===== src/hw/rtl/tpsc_pkg.sv =====
`timescale 1ns / 1ps

package tpsc_pkg;

  localparam int RAW_W     = 16;
  localparam int MAG_W     = 16;
  localparam int DV_W      = 15;
  localparam int V0_W      = 15;
  localparam int NUM_W     = 31;
  localparam int DEN_W     = 16;
  localparam int VAL_W     = 33;
  localparam int OUT_W     = 24;
  localparam int STAT_W    = 2;
  localparam int CFG_IDX_W = 8;
  localparam int CFG_W     = 16;
  localparam int HUM_PT_W  = 8;
  localparam int TEMP_PT_W = 10;
  localparam int HUM_SHIFT = 7;
  localparam int TEMP_SHIFT = 5;

  localparam logic signed [VAL_W-1:0] HUM_MAX = VAL_W'(25600);
  localparam logic signed [VAL_W-1:0] OUT_MAX = VAL_W'(8388607);
  localparam logic signed [VAL_W-1:0] OUT_MIN = -VAL_W'(8388608);

  typedef enum logic [STAT_W-1:0] {
    ST_OK    = 2'd0,
    ST_CLAMP = 2'd1,
    ST_SPAN  = 2'd2
  } status_t;

  typedef enum logic [CFG_IDX_W-1:0] {
    REG_HUM_POINT0_X2  = 8'd0,
    REG_HUM_POINT1_X2  = 8'd1,
    REG_TEMP_POINT0_X8 = 8'd2,
    REG_TEMP_POINT1_X8 = 8'd3,
    REG_HUM_RAW_POINT0 = 8'd4,
    REG_HUM_RAW_POINT1 = 8'd5,
    REG_TEMP_RAW_POINT0 = 8'd6,
    REG_TEMP_RAW_POINT1 = 8'd7
  } reg_idx_t;

  typedef struct packed {
    logic [HUM_PT_W-1:0]  hum_point0_x2;
    logic [HUM_PT_W-1:0]  hum_point1_x2;
    logic [TEMP_PT_W-1:0] temp_point0_x8;
    logic [TEMP_PT_W-1:0] temp_point1_x8;
    logic [RAW_W-1:0]     hum_raw_point0;
    logic [RAW_W-1:0]     hum_raw_point1;
    logic [RAW_W-1:0]     temp_raw_point0;
    logic [RAW_W-1:0]     temp_raw_point1;
  } cal_t;

  typedef struct packed {
    logic             op;
    logic             zero;
    logic             neg;
    logic [MAG_W-1:0] d_mag;
    logic [DV_W-1:0]  dv_mag;
    logic [DEN_W-1:0] den;
    logic [V0_W-1:0]  v0;
  } prep_t;

  typedef struct packed {
    logic             op;
    logic             zero;
    logic             neg;
    logic [DEN_W-1:0] den;
    logic [V0_W-1:0]  v0;
  } div_side_t;

  typedef struct packed {
    div_side_t        side;
    logic [DEN_W-1:0] rem;
    logic [NUM_W-1:0] work;
  } div_t;

endpackage


===== src/hw/rtl/tpsc_front.sv =====
`timescale 1ns / 1ps

module tpsc_front import tpsc_pkg::*; (
  input  logic             clk,
  input  logic             rst,
  input  logic             in_valid,
  output logic             in_ready,
  input  logic             op,
  input  logic [RAW_W-1:0] raw_sample,
  input  cal_t             cal,
  output logic             out_valid,
  input  logic             out_ready,
  output div_t             dout
);

  logic [RAW_W-1:0]  out0;
  logic [RAW_W-1:0]  out1;
  logic [V0_W-1:0]   v0;
  logic [V0_W-1:0]   v1;
  logic [RAW_W:0]    d;
  logic [RAW_W:0]    d_abs;
  logic [RAW_W:0]    den;
  logic [RAW_W:0]    den_abs;
  logic [V0_W:0]     dv;
  logic [V0_W:0]     dv_abs;
  prep_t             p_next;
  prep_t             p;
  logic              p_valid;
  logic              s1_ready;
  logic              s2_ready;
  logic [NUM_W-1:0]  prod;
  div_t              o;
  logic              o_valid;

  always_comb begin
    if (op) begin
      out0 = cal.temp_raw_point0;
      out1 = cal.temp_raw_point1;
      v0   = {cal.temp_point0_x8, TEMP_SHIFT'(0)};
      v1   = {cal.temp_point1_x8, TEMP_SHIFT'(0)};
    end else begin
      out0 = cal.hum_raw_point0;
      out1 = cal.hum_raw_point1;
      v0   = {cal.hum_point0_x2, HUM_SHIFT'(0)};
      v1   = {cal.hum_point1_x2, HUM_SHIFT'(0)};
    end
    d       = {raw_sample[RAW_W-1], raw_sample} - {out0[RAW_W-1], out0};
    den     = {out1[RAW_W-1], out1} - {out0[RAW_W-1], out0};
    dv      = {1'b0, v1} - {1'b0, v0};
    d_abs   = d[RAW_W] ? (~d + 1'b1) : d;
    den_abs = den[RAW_W] ? (~den + 1'b1) : den;
    dv_abs  = dv[V0_W] ? (~dv + 1'b1) : dv;
    p_next.op     = op;
    p_next.zero   = (out0 == out1);
    p_next.neg    = d[RAW_W] ^ dv[V0_W] ^ den[RAW_W];
    p_next.d_mag  = d_abs[MAG_W-1:0];
    p_next.dv_mag = dv_abs[DV_W-1:0];
    p_next.den    = den_abs[DEN_W-1:0];
    p_next.v0     = v0;
  end

  assign s2_ready = !o_valid || out_ready;
  assign s1_ready = !p_valid || s2_ready;
  assign in_ready = s1_ready;

  always_ff @(posedge clk) begin
    if (rst) begin
      p_valid <= 1'b0;
      o_valid <= 1'b0;
    end else begin
      if (s1_ready) begin
        p_valid <= in_valid;
      end
      if (s2_ready) begin
        o_valid <= p_valid;
      end
    end
  end

  assign prod = NUM_W'(p.d_mag) * NUM_W'(p.dv_mag);

  always_ff @(posedge clk) begin
    if (s1_ready && in_valid) begin
      p <= p_next;
    end
    if (s2_ready && p_valid) begin
      o.side.op   <= p.op;
      o.side.zero <= p.zero;
      o.side.neg  <= p.neg;
      o.side.den  <= p.den;
      o.side.v0   <= p.v0;
      o.rem       <= '0;
      o.work      <= prod;
    end
  end

  assign out_valid = o_valid;
  assign dout      = o;

endmodule


===== src/hw/rtl/tpsc_div_cell.sv =====
`timescale 1ns / 1ps

module tpsc_div_cell import tpsc_pkg::*; (
  input  logic clk,
  input  logic rst,
  input  logic in_valid,
  output logic in_ready,
  input  div_t din,
  output logic out_valid,
  input  logic out_ready,
  output div_t dout
);

  logic [DEN_W:0]   t;
  logic [DEN_W+1:0] diff;
  logic             ge;
  div_t             nxt;
  div_t             q;
  logic             valid;

  always_comb begin
    t         = {din.rem, din.work[NUM_W-1]};
    diff      = {1'b0, t} - {2'b0, din.side.den};
    ge        = !diff[DEN_W+1];
    nxt.side  = din.side;
    nxt.rem   = ge ? diff[DEN_W-1:0] : t[DEN_W-1:0];
    nxt.work  = {din.work[NUM_W-2:0], ge};
  end

  assign in_ready = !valid || out_ready;

  always_ff @(posedge clk) begin
    if (rst) begin
      valid <= 1'b0;
    end else if (in_ready) begin
      valid <= in_valid;
    end
  end

  always_ff @(posedge clk) begin
    if (in_ready && in_valid) begin
      q <= nxt;
    end
  end

  assign out_valid = valid;
  assign dout      = q;

endmodule


===== src/hw/rtl/tpsc_back.sv =====
`timescale 1ns / 1ps

module tpsc_back import tpsc_pkg::*; (
  input  logic              clk,
  input  logic              rst,
  input  logic              in_valid,
  output logic              in_ready,
  input  div_t              din,
  output logic              out_valid,
  input  logic              out_stall,
  output logic [OUT_W-1:0]  value_q8,
  output logic [STAT_W-1:0] status
);

  logic signed [VAL_W-1:0] v0_ext;
  logic signed [VAL_W-1:0] q_ext;
  logic signed [VAL_W-1:0] val;
  logic [OUT_W-1:0]        value_next;
  status_t                 status_next;
  logic                    valid;
  logic                    op_q;
  logic [OUT_W-1:0]        value_r;
  status_t                 status_r;

  always_comb begin
    v0_ext = $signed({(VAL_W-V0_W)'(0), din.side.v0});
    q_ext  = $signed({(VAL_W-NUM_W)'(0), din.work});
    val    = din.side.neg ? (v0_ext - q_ext) : (v0_ext + q_ext);
    value_next  = val[OUT_W-1:0];
    status_next = ST_OK;
    if (din.side.zero) begin
      value_next  = '0;
      status_next = ST_SPAN;
    end else if (din.side.op) begin
      if (val > OUT_MAX) begin
        value_next  = OUT_MAX[OUT_W-1:0];
        status_next = ST_CLAMP;
      end else if (val < OUT_MIN) begin
        value_next  = OUT_MIN[OUT_W-1:0];
        status_next = ST_CLAMP;
      end
    end else begin
      if (val > HUM_MAX) begin
        value_next  = HUM_MAX[OUT_W-1:0];
        status_next = ST_CLAMP;
      end else if (val < 0) begin
        value_next  = '0;
        status_next = ST_CLAMP;
      end
    end
  end

  assign in_ready = !valid || !out_stall;

  always_ff @(posedge clk) begin
    if (rst) begin
      valid <= 1'b0;
    end else if (in_ready) begin
      valid <= in_valid;
    end
  end

  always_ff @(posedge clk) begin
    if (in_ready && in_valid) begin
      value_r  <= value_next;
      status_r <= status_next;
      op_q     <= din.side.op;
    end
  end

  assign out_valid = valid;
  assign value_q8  = value_r;
  assign status    = status_r;

  a_span_zero: assert property (@(posedge clk) disable iff (rst)
    valid && status_r == ST_SPAN |-> value_r == '0)
    else $error("zero span result not zero");

  a_status_code: assert property (@(posedge clk) disable iff (rst)
    valid |-> (status_r == ST_OK || status_r == ST_CLAMP || status_r == ST_SPAN))
    else $error("undefined status code");

  a_hum_range: assert property (@(posedge clk) disable iff (rst)
    valid && !op_q |-> !value_r[OUT_W-1] && (value_r <= HUM_MAX[OUT_W-1:0]))
    else $error("humidity outside 0 to 100 percent RH");

  a_clamp_hum_edge: assert property (@(posedge clk) disable iff (rst)
    valid && !op_q && status_r == ST_CLAMP |->
      (value_r == '0 || value_r == HUM_MAX[OUT_W-1:0]))
    else $error("clamped humidity not at a limit");

endmodule


===== src/hw/rtl/two_point_sensor_calibration.sv =====
`timescale 1ns / 1ps

// channel  | direction | handshake            | payload
// in       | input     | in_valid / in_stall  | op, raw_sample
// out      | output    | out_valid / out_stall| value_q8, status
// cfg      | input     | cfg_valid / cfg_ready| cfg_index, cfg_data
//
// One sample per cycle while out_stall is low; stages: select and subtract,
// multiply, 31 restoring divider cells (one quotient bit each), clamp and output.
// Every stage has its own valid bit, so bubbles collapse and the input keeps
// flowing while a result waits at the output, until the bubbles are filled.
// Reset clears all valid bits and calibration registers to 0.
// cfg_ready is always high; writes take effect for the next accepted sample.

module two_point_sensor_calibration import tpsc_pkg::*; (
  input  logic                 clk,
  input  logic                 rst,
  input  logic                 in_valid,
  output logic                 in_stall,
  input  logic                 op,
  input  logic [RAW_W-1:0]     raw_sample,
  output logic                 out_valid,
  input  logic                 out_stall,
  output logic [OUT_W-1:0]     value_q8,
  output logic [STAT_W-1:0]    status,
  input  logic                 cfg_valid,
  output logic                 cfg_ready,
  input  logic [CFG_IDX_W-1:0] cfg_index,
  input  logic [CFG_W-1:0]     cfg_data
);

  cal_t cal;
  logic front_ready;
  div_t chain [0:NUM_W];
  logic chain_valid [0:NUM_W];
  logic chain_ready [0:NUM_W];

  assign cfg_ready = 1'b1;

  always_ff @(posedge clk) begin
    if (rst) begin
      cal <= '0;
    end else if (cfg_valid && cfg_ready) begin
      unique case (cfg_index)
        REG_HUM_POINT0_X2:   cal.hum_point0_x2   <= cfg_data[HUM_PT_W-1:0];
        REG_HUM_POINT1_X2:   cal.hum_point1_x2   <= cfg_data[HUM_PT_W-1:0];
        REG_TEMP_POINT0_X8:  cal.temp_point0_x8  <= cfg_data[TEMP_PT_W-1:0];
        REG_TEMP_POINT1_X8:  cal.temp_point1_x8  <= cfg_data[TEMP_PT_W-1:0];
        REG_HUM_RAW_POINT0:  cal.hum_raw_point0  <= cfg_data[RAW_W-1:0];
        REG_HUM_RAW_POINT1:  cal.hum_raw_point1  <= cfg_data[RAW_W-1:0];
        REG_TEMP_RAW_POINT0: cal.temp_raw_point0 <= cfg_data[RAW_W-1:0];
        REG_TEMP_RAW_POINT1: cal.temp_raw_point1 <= cfg_data[RAW_W-1:0];
        default: ;
      endcase
    end
  end

  tpsc_front u_front (
    .clk        (clk),
    .rst        (rst),
    .in_valid   (in_valid),
    .in_ready   (front_ready),
    .op         (op),
    .raw_sample (raw_sample),
    .cal        (cal),
    .out_valid  (chain_valid[0]),
    .out_ready  (chain_ready[0]),
    .dout       (chain[0])
  );

  assign in_stall = !front_ready;

  for (genvar k = 0; k < NUM_W; k++) begin : g_cell
    tpsc_div_cell u_cell (
      .clk       (clk),
      .rst       (rst),
      .in_valid  (chain_valid[k]),
      .in_ready  (chain_ready[k]),
      .din       (chain[k]),
      .out_valid (chain_valid[k+1]),
      .out_ready (chain_ready[k+1]),
      .dout      (chain[k+1])
    );
  end

  tpsc_back u_back (
    .clk       (clk),
    .rst       (rst),
    .in_valid  (chain_valid[NUM_W]),
    .in_ready  (chain_ready[NUM_W]),
    .din       (chain[NUM_W]),
    .out_valid (out_valid),
    .out_stall (out_stall),
    .value_q8  (value_q8),
    .status    (status)
  );

endmodule

===== config.mk =====
export PLATFORM = sky130hd
export DESIGN_NAME = two_point_sensor_calibration
export DESIGN_NICKNAME = d
export VERILOG_FILES = /design/src/hw/rtl/tpsc_pkg.sv /design/src/hw/rtl/tpsc_front.sv /design/src/hw/rtl/tpsc_div_cell.sv /design/src/hw/rtl/tpsc_back.sv /design/src/hw/rtl/two_point_sensor_calibration.sv
export SDC_FILE = /design/constraint.sdc
export NUM_CORES = 2
export LEC_CHECK = 0
export ABC_AREA = 1
export BUFFER_PORTS_ARGS = -buffer_cell sky130_fd_sc_hd__buf_2
export CORE_ASPECT_RATIO = 0.75
export CORE_MARGIN = 2
export CORE_UTILIZATION = 40
export CTS_CLUSTER_DIAMETER = 100
export DETAILED_ROUTE_END_ITERATION = 7
export GPL_ROUTABILITY_DRIVEN = 0
export GPL_TIMING_DRIVEN = 0
export HOLD_SLACK_MARGIN = 0.03
export SLEW_MARGIN = 20
export SYNTH_ARGS = -nofsm -noshare
export SYNTH_HDL_FRONTEND = slang
export SYNTH_HIERARCHICAL = 1
export SYNTH_SLANG_ARGS = --single-unit

===== constraint.sdc =====
create_clock -name clk -period 22.1 [get_ports clk]
set_input_delay 4.42 -clock clk [delete_from_list [all_inputs] [get_ports clk]]
set_output_delay 4.42 -clock clk [all_outputs]
set_load 0.005 [all_outputs]

[Word-level counts from Yosys, hierarchy flattened]
Cells that the tools add are included.
Cells by class
  add/subtract/negate cells: 39
  $mul: 1
  order comparisons: 4
  eq/ne operators: 8
  multiplexer cells: 48
  bitwise logic cells: 5
  reduce and logical (&&, ||, !) cells: 144
Operators by type and width (count)
  subtractor 17 x 16 -> 18 bit: 30
  2-to-1 mux 16 bit: 33
  2-to-1 mux 24 bit: 5
  zero test 1 bit: 67
  2-to-1 mux 15 bit: 3
  logical AND 1 bit: 34
  logical OR 1 bit: 34
  subtractor 16 x 16 -> 17 bit: 2
  > comparator 33 x 16 -> 1 bit (second input constant): 1
  > comparator 33 x 24 -> 1 bit (second input constant): 1
  < comparator 33 x 1 -> 1 bit (second input constant): 1
  < comparator 33 x 24 -> 1 bit (second input constant): 1
  2-to-1 mux 33 bit: 1
  adder 15 x 31 -> 32 bit: 1
  adder 16 x 1 -> 16 bit (second input constant): 2
  == test 8 x 3 -> 1 bit (second input constant): 4
  inverter 16 bit: 2
  subtractor 15 x 31 -> 32 bit: 1
  multiplier 16 x 15 -> 31 bit: 1
  subtractor 1 x 16 -> 17 bit: 1
  == test 16 bit: 1
  == test 8 x 2 -> 1 bit (second input constant): 2
  AND reduction 2 bit: 8
  subtractor 15 x 15 -> 16 bit: 1
  7 further kinds: 12
Storage, ports and cells
  register bits: 2769
  input bits: 46
  output and inout bits: 29
  word-level logic and storage cells: 522

[Logic depth before layout (Yosys ltp)]
  word-level depth: 36
  mapped depth: 67
  depth with buffers taken out: 67

[By module]
Netlist, hierarchy kept.
Modules (own cells, without submodules)
  tpsc_div_cell (g_cell[0].u_cell ...): instances 30, cells an instance 341, area each 3794.9 µm²
  tpsc_front: instances 1, cells an instance 1616, area each 13233.9 µm²
  tpsc_back: instances 1, cells an instance 969, area each 5114.9 µm²
  two_point_sensor_calibration: instances 1, cells an instance 589, area each 4187.8 µm²
  tpsc_div_cell (g_cell[9].u_cell): instances 1, cells an instance 340, area each 3779.9 µm²

[Worst setup path after synthesis]
OpenSTA, ideal clock, no wires.
  path kind: input-to-output
  from: in out_stall
  to: out in_stall
  arrival time: 8281 ps
  data required time: 17680 ps
  setup slack: 9399 ps
  stages on the path: 66
  buffers on the path: 0
  path through: nand2_1 -> inv_1 -> nand2_1 -> inv_1 -> nand2_1 -> inv_1 -> nand2_1 -> inv_1 -> nand2_1 -> inv_1 -> nand2_1 -> inv_1 -> nand2_1 -> inv_1 -> nand2_1 -> inv_1 -> nand2_1 -> inv_1 -> [... 30 more ...] -> nand2_1 -> inv_1 -> nand2_1 -> inv_1 -> nand2_1 -> inv_1 -> nand2_1 -> inv_1 -> nand2_1 -> inv_1 -> nand2_1 -> inv_1 -> nand2_1 -> inv_1 -> nand2_1 -> inv_1 -> nand3_1 -> inv_1
RTL lines
  start: declaration: line two_point_sensor_calibration.sv:23  | input logic out_stall,
  end: declaration: line two_point_sensor_calibration.sv:19  | output logic in_stall,

==> results.json <==
{
  "seqCellArea_um2": 81210,
  "finalHoldViolCount": 0,
  "leakage_uw": 0.06826,
  "io_pins": 75,
  "grt_first_pass_wirelength_um": 485200,
  "insertion_delay_ns": 0.88,
  "grt_pass1_vias": 85772,
  "cts_hold_buf": 0,
  "crit_top_cell": "inv_1",
  "comb_power_share_pct": 15.7,
  "fillers": 32156,
  "swShare_pct": 26.29,
  "clk_pin_slew_worst_paths_ns": 0.06,
  "overflow": 0,
  "vias": 90911,
  "critPathBufInv": 35,
  "root_buffer": "clkbuf_16",
  "antenna_found_initial": 4,
  "crit_family": "buffers and inverters",
  "arrival_ns": 11.80,
  "critical_path.max_stage_delay_ns": 0.24,
  "finalWirelength_um": 307900,
  "critPathMaxFanout": 3,
  "die_w_um": 683.3,
  "status": "finished, violations left",
  "maxSlewHeadroom_pct": 23.00,
  "final_cell_mix": "nand2_1, edfxtp_1, inv_1",
  "dieHeight_um": 513.5,
  "start_util_pct": 40.09,
  "grt_max_degree": 40,
  "finalSetupTns_ns": 0,
  "place.detailed.hpwl_um": 237200,
  "core_area_um2": 345300,
  "h-tree-depth": 5,
  "switchingPower_uw": 3244,
  "slew_violations": 0,
  "worst_pin_slew_ns": 1.155,
  "critical-path-slowest-cell": "inv_1",
  "drt-initial-drc-count": 8284,
  "rows": 187,
  "cts-buffers-inserted": 282,
  "drc": 11,
  "syn2layout_area_growth_pct": 13.73,
  "cts_buffer_depth": 4,
  "setup_viol": 0,
  "finalClockSkew_ns": 0.08716,
  "ctsResizeCount": 0,
  "fin_nets": 14921,
  "dieArea_um2": 350900,
  "layout-drive-gt1-share_pct": 9.842,
  "end_kind": "output pin",
  "syn_inst": 13548,
  "period_minus_slack_ns": 16.22,
  "vdd_drop_max_uv": 177.6,
  "mostFrequentLayoutCell": "nand2_1",
  "groute.usage.overall_pct": 17.32,
  "cts_tree": "built",
  "viasPerCell": 4.808,
  "startpoint_type": "input port",
  "drv_cap": 0,
  "rsz0062_at_grt": "false",
  "drtAntennaViolNets": 0,
  "drtPass1Iterations": 8,
  "seq_power_share_pct": 46.9,
  "wl_per_cell_um": 16.29,
  "p_int_uw": 9097,
  "avgSynthCellArea_um2": 10.22,
  "portBuffers": 73,
  "multi_input_area_um2": 47880,
  "fin_util_pct": 45.59,
  "violations": "design-rule violations",
  "post_cts_buffers": 0,
  "clkPwrFrac_pct": 37.4,
  "worstSetupPathType": "in -> out",
  "syn_area_um2": 138400,
  "min_path_type": "reg -> reg",
  "required_ns": 17.68,
  "cts_sinks": 2749,
  "ys_warn_count": 6,
  "p_per_area_nw_per_um2": 78.38,
  "fmax_mhz": 61.64,
  "finalCritPeriodShare_pct": 73.41
}
==> path summary, 6_finish.rpt <==
check	start	to	slack [ns]	cells after the start
min	g_cell[0].u_cell/dout[24]	g_cell[1].u_cell/dout[25]	0.38	0
max	out_stall	in_stall	5.88	68
min reg2reg	g_cell[0].u_cell/dout[24]	g_cell[1].u_cell/dout[25]	0.38	0
max reg2reg	u_back/out_valid	u_front/p[7]	13.61	68
==> power by group through the flow <==
stage	Combinational, uW	Clock (uW)	Sequential (uW)
after floorplan	1360	0	5880
after global placement	1900	0	5900
after detailed placement	1910	0	5900
after CTS	1930	4750	5780
after global routing	2190	4950	5780
final	1940	4620	5780
==> sequential cells by signal (all words and copies together) (netlist names) <==
register                 cells
u_front/out_valid            1
u_back/out_valid             1
g_cell.u_cell/dout        2479
g_cell.u_cell/out_valid     31
u_back/status                2
u_front/p                   55
u_back/value_q8             24
u_front/p_valid              1
cal                        100
u_front/dout                55
==> routing by layer <==
| metal | track usage, % | vias to the layer above | share of wire, % |
|---|---|---|---|
| li1 | - | 45623 | - |
| met1 | 26.40 | 42350 | 49 |
| met2 | 26.06 | 2527 | 42 |
| met3 | 2.579 | 411 | 6.6 |
| met4 | 3.791 | 0 | 2.1 |
| met5 | 0 | - | 0 |
==> stage by stage <==
| stage | hold slack, ns | instances | setup WS [ns] | cell area, um^2 | total power [uW] |
|---|---|---|---|---|---|
| 2_1_floorplan | 0.4003 | 13573 | 9.399 | 138500 | 7244 |
| 3_3_place_gp | 0.4000 | 18276 | 6.388 | 144700 | 7798 |
| 3_5_place_dp | 0.4045 | 18410 | 5.910 | 148600 | 7805 |
| 4_1_cts | 0.3777 | 18905 | 5.854 | 157400 | 12460 |
| 5_1_grt | 0.3848 | 18907 | 4.938 | 157400 | 12920 |
| 6_report | 0.3766 | 18908 | 5.876 | 157400 | 12340 |
==> area by class of cell <==
class | count | area share [%]
plain buffers | 231 | 1.066
diodes | 3 | 0.004768
well taps | 4630 | 3.679
repair buffers | 207 | 2.478
flip-flops and latches | 2749 | 51.58
inverters | 2169 | 5.174
clock buffers | 357 | 4.787
multi-input cells | 8424 | 30.41
clock inverters | 138 | 0.8241
Note: power is estimated with default switching activity, not from simulation.
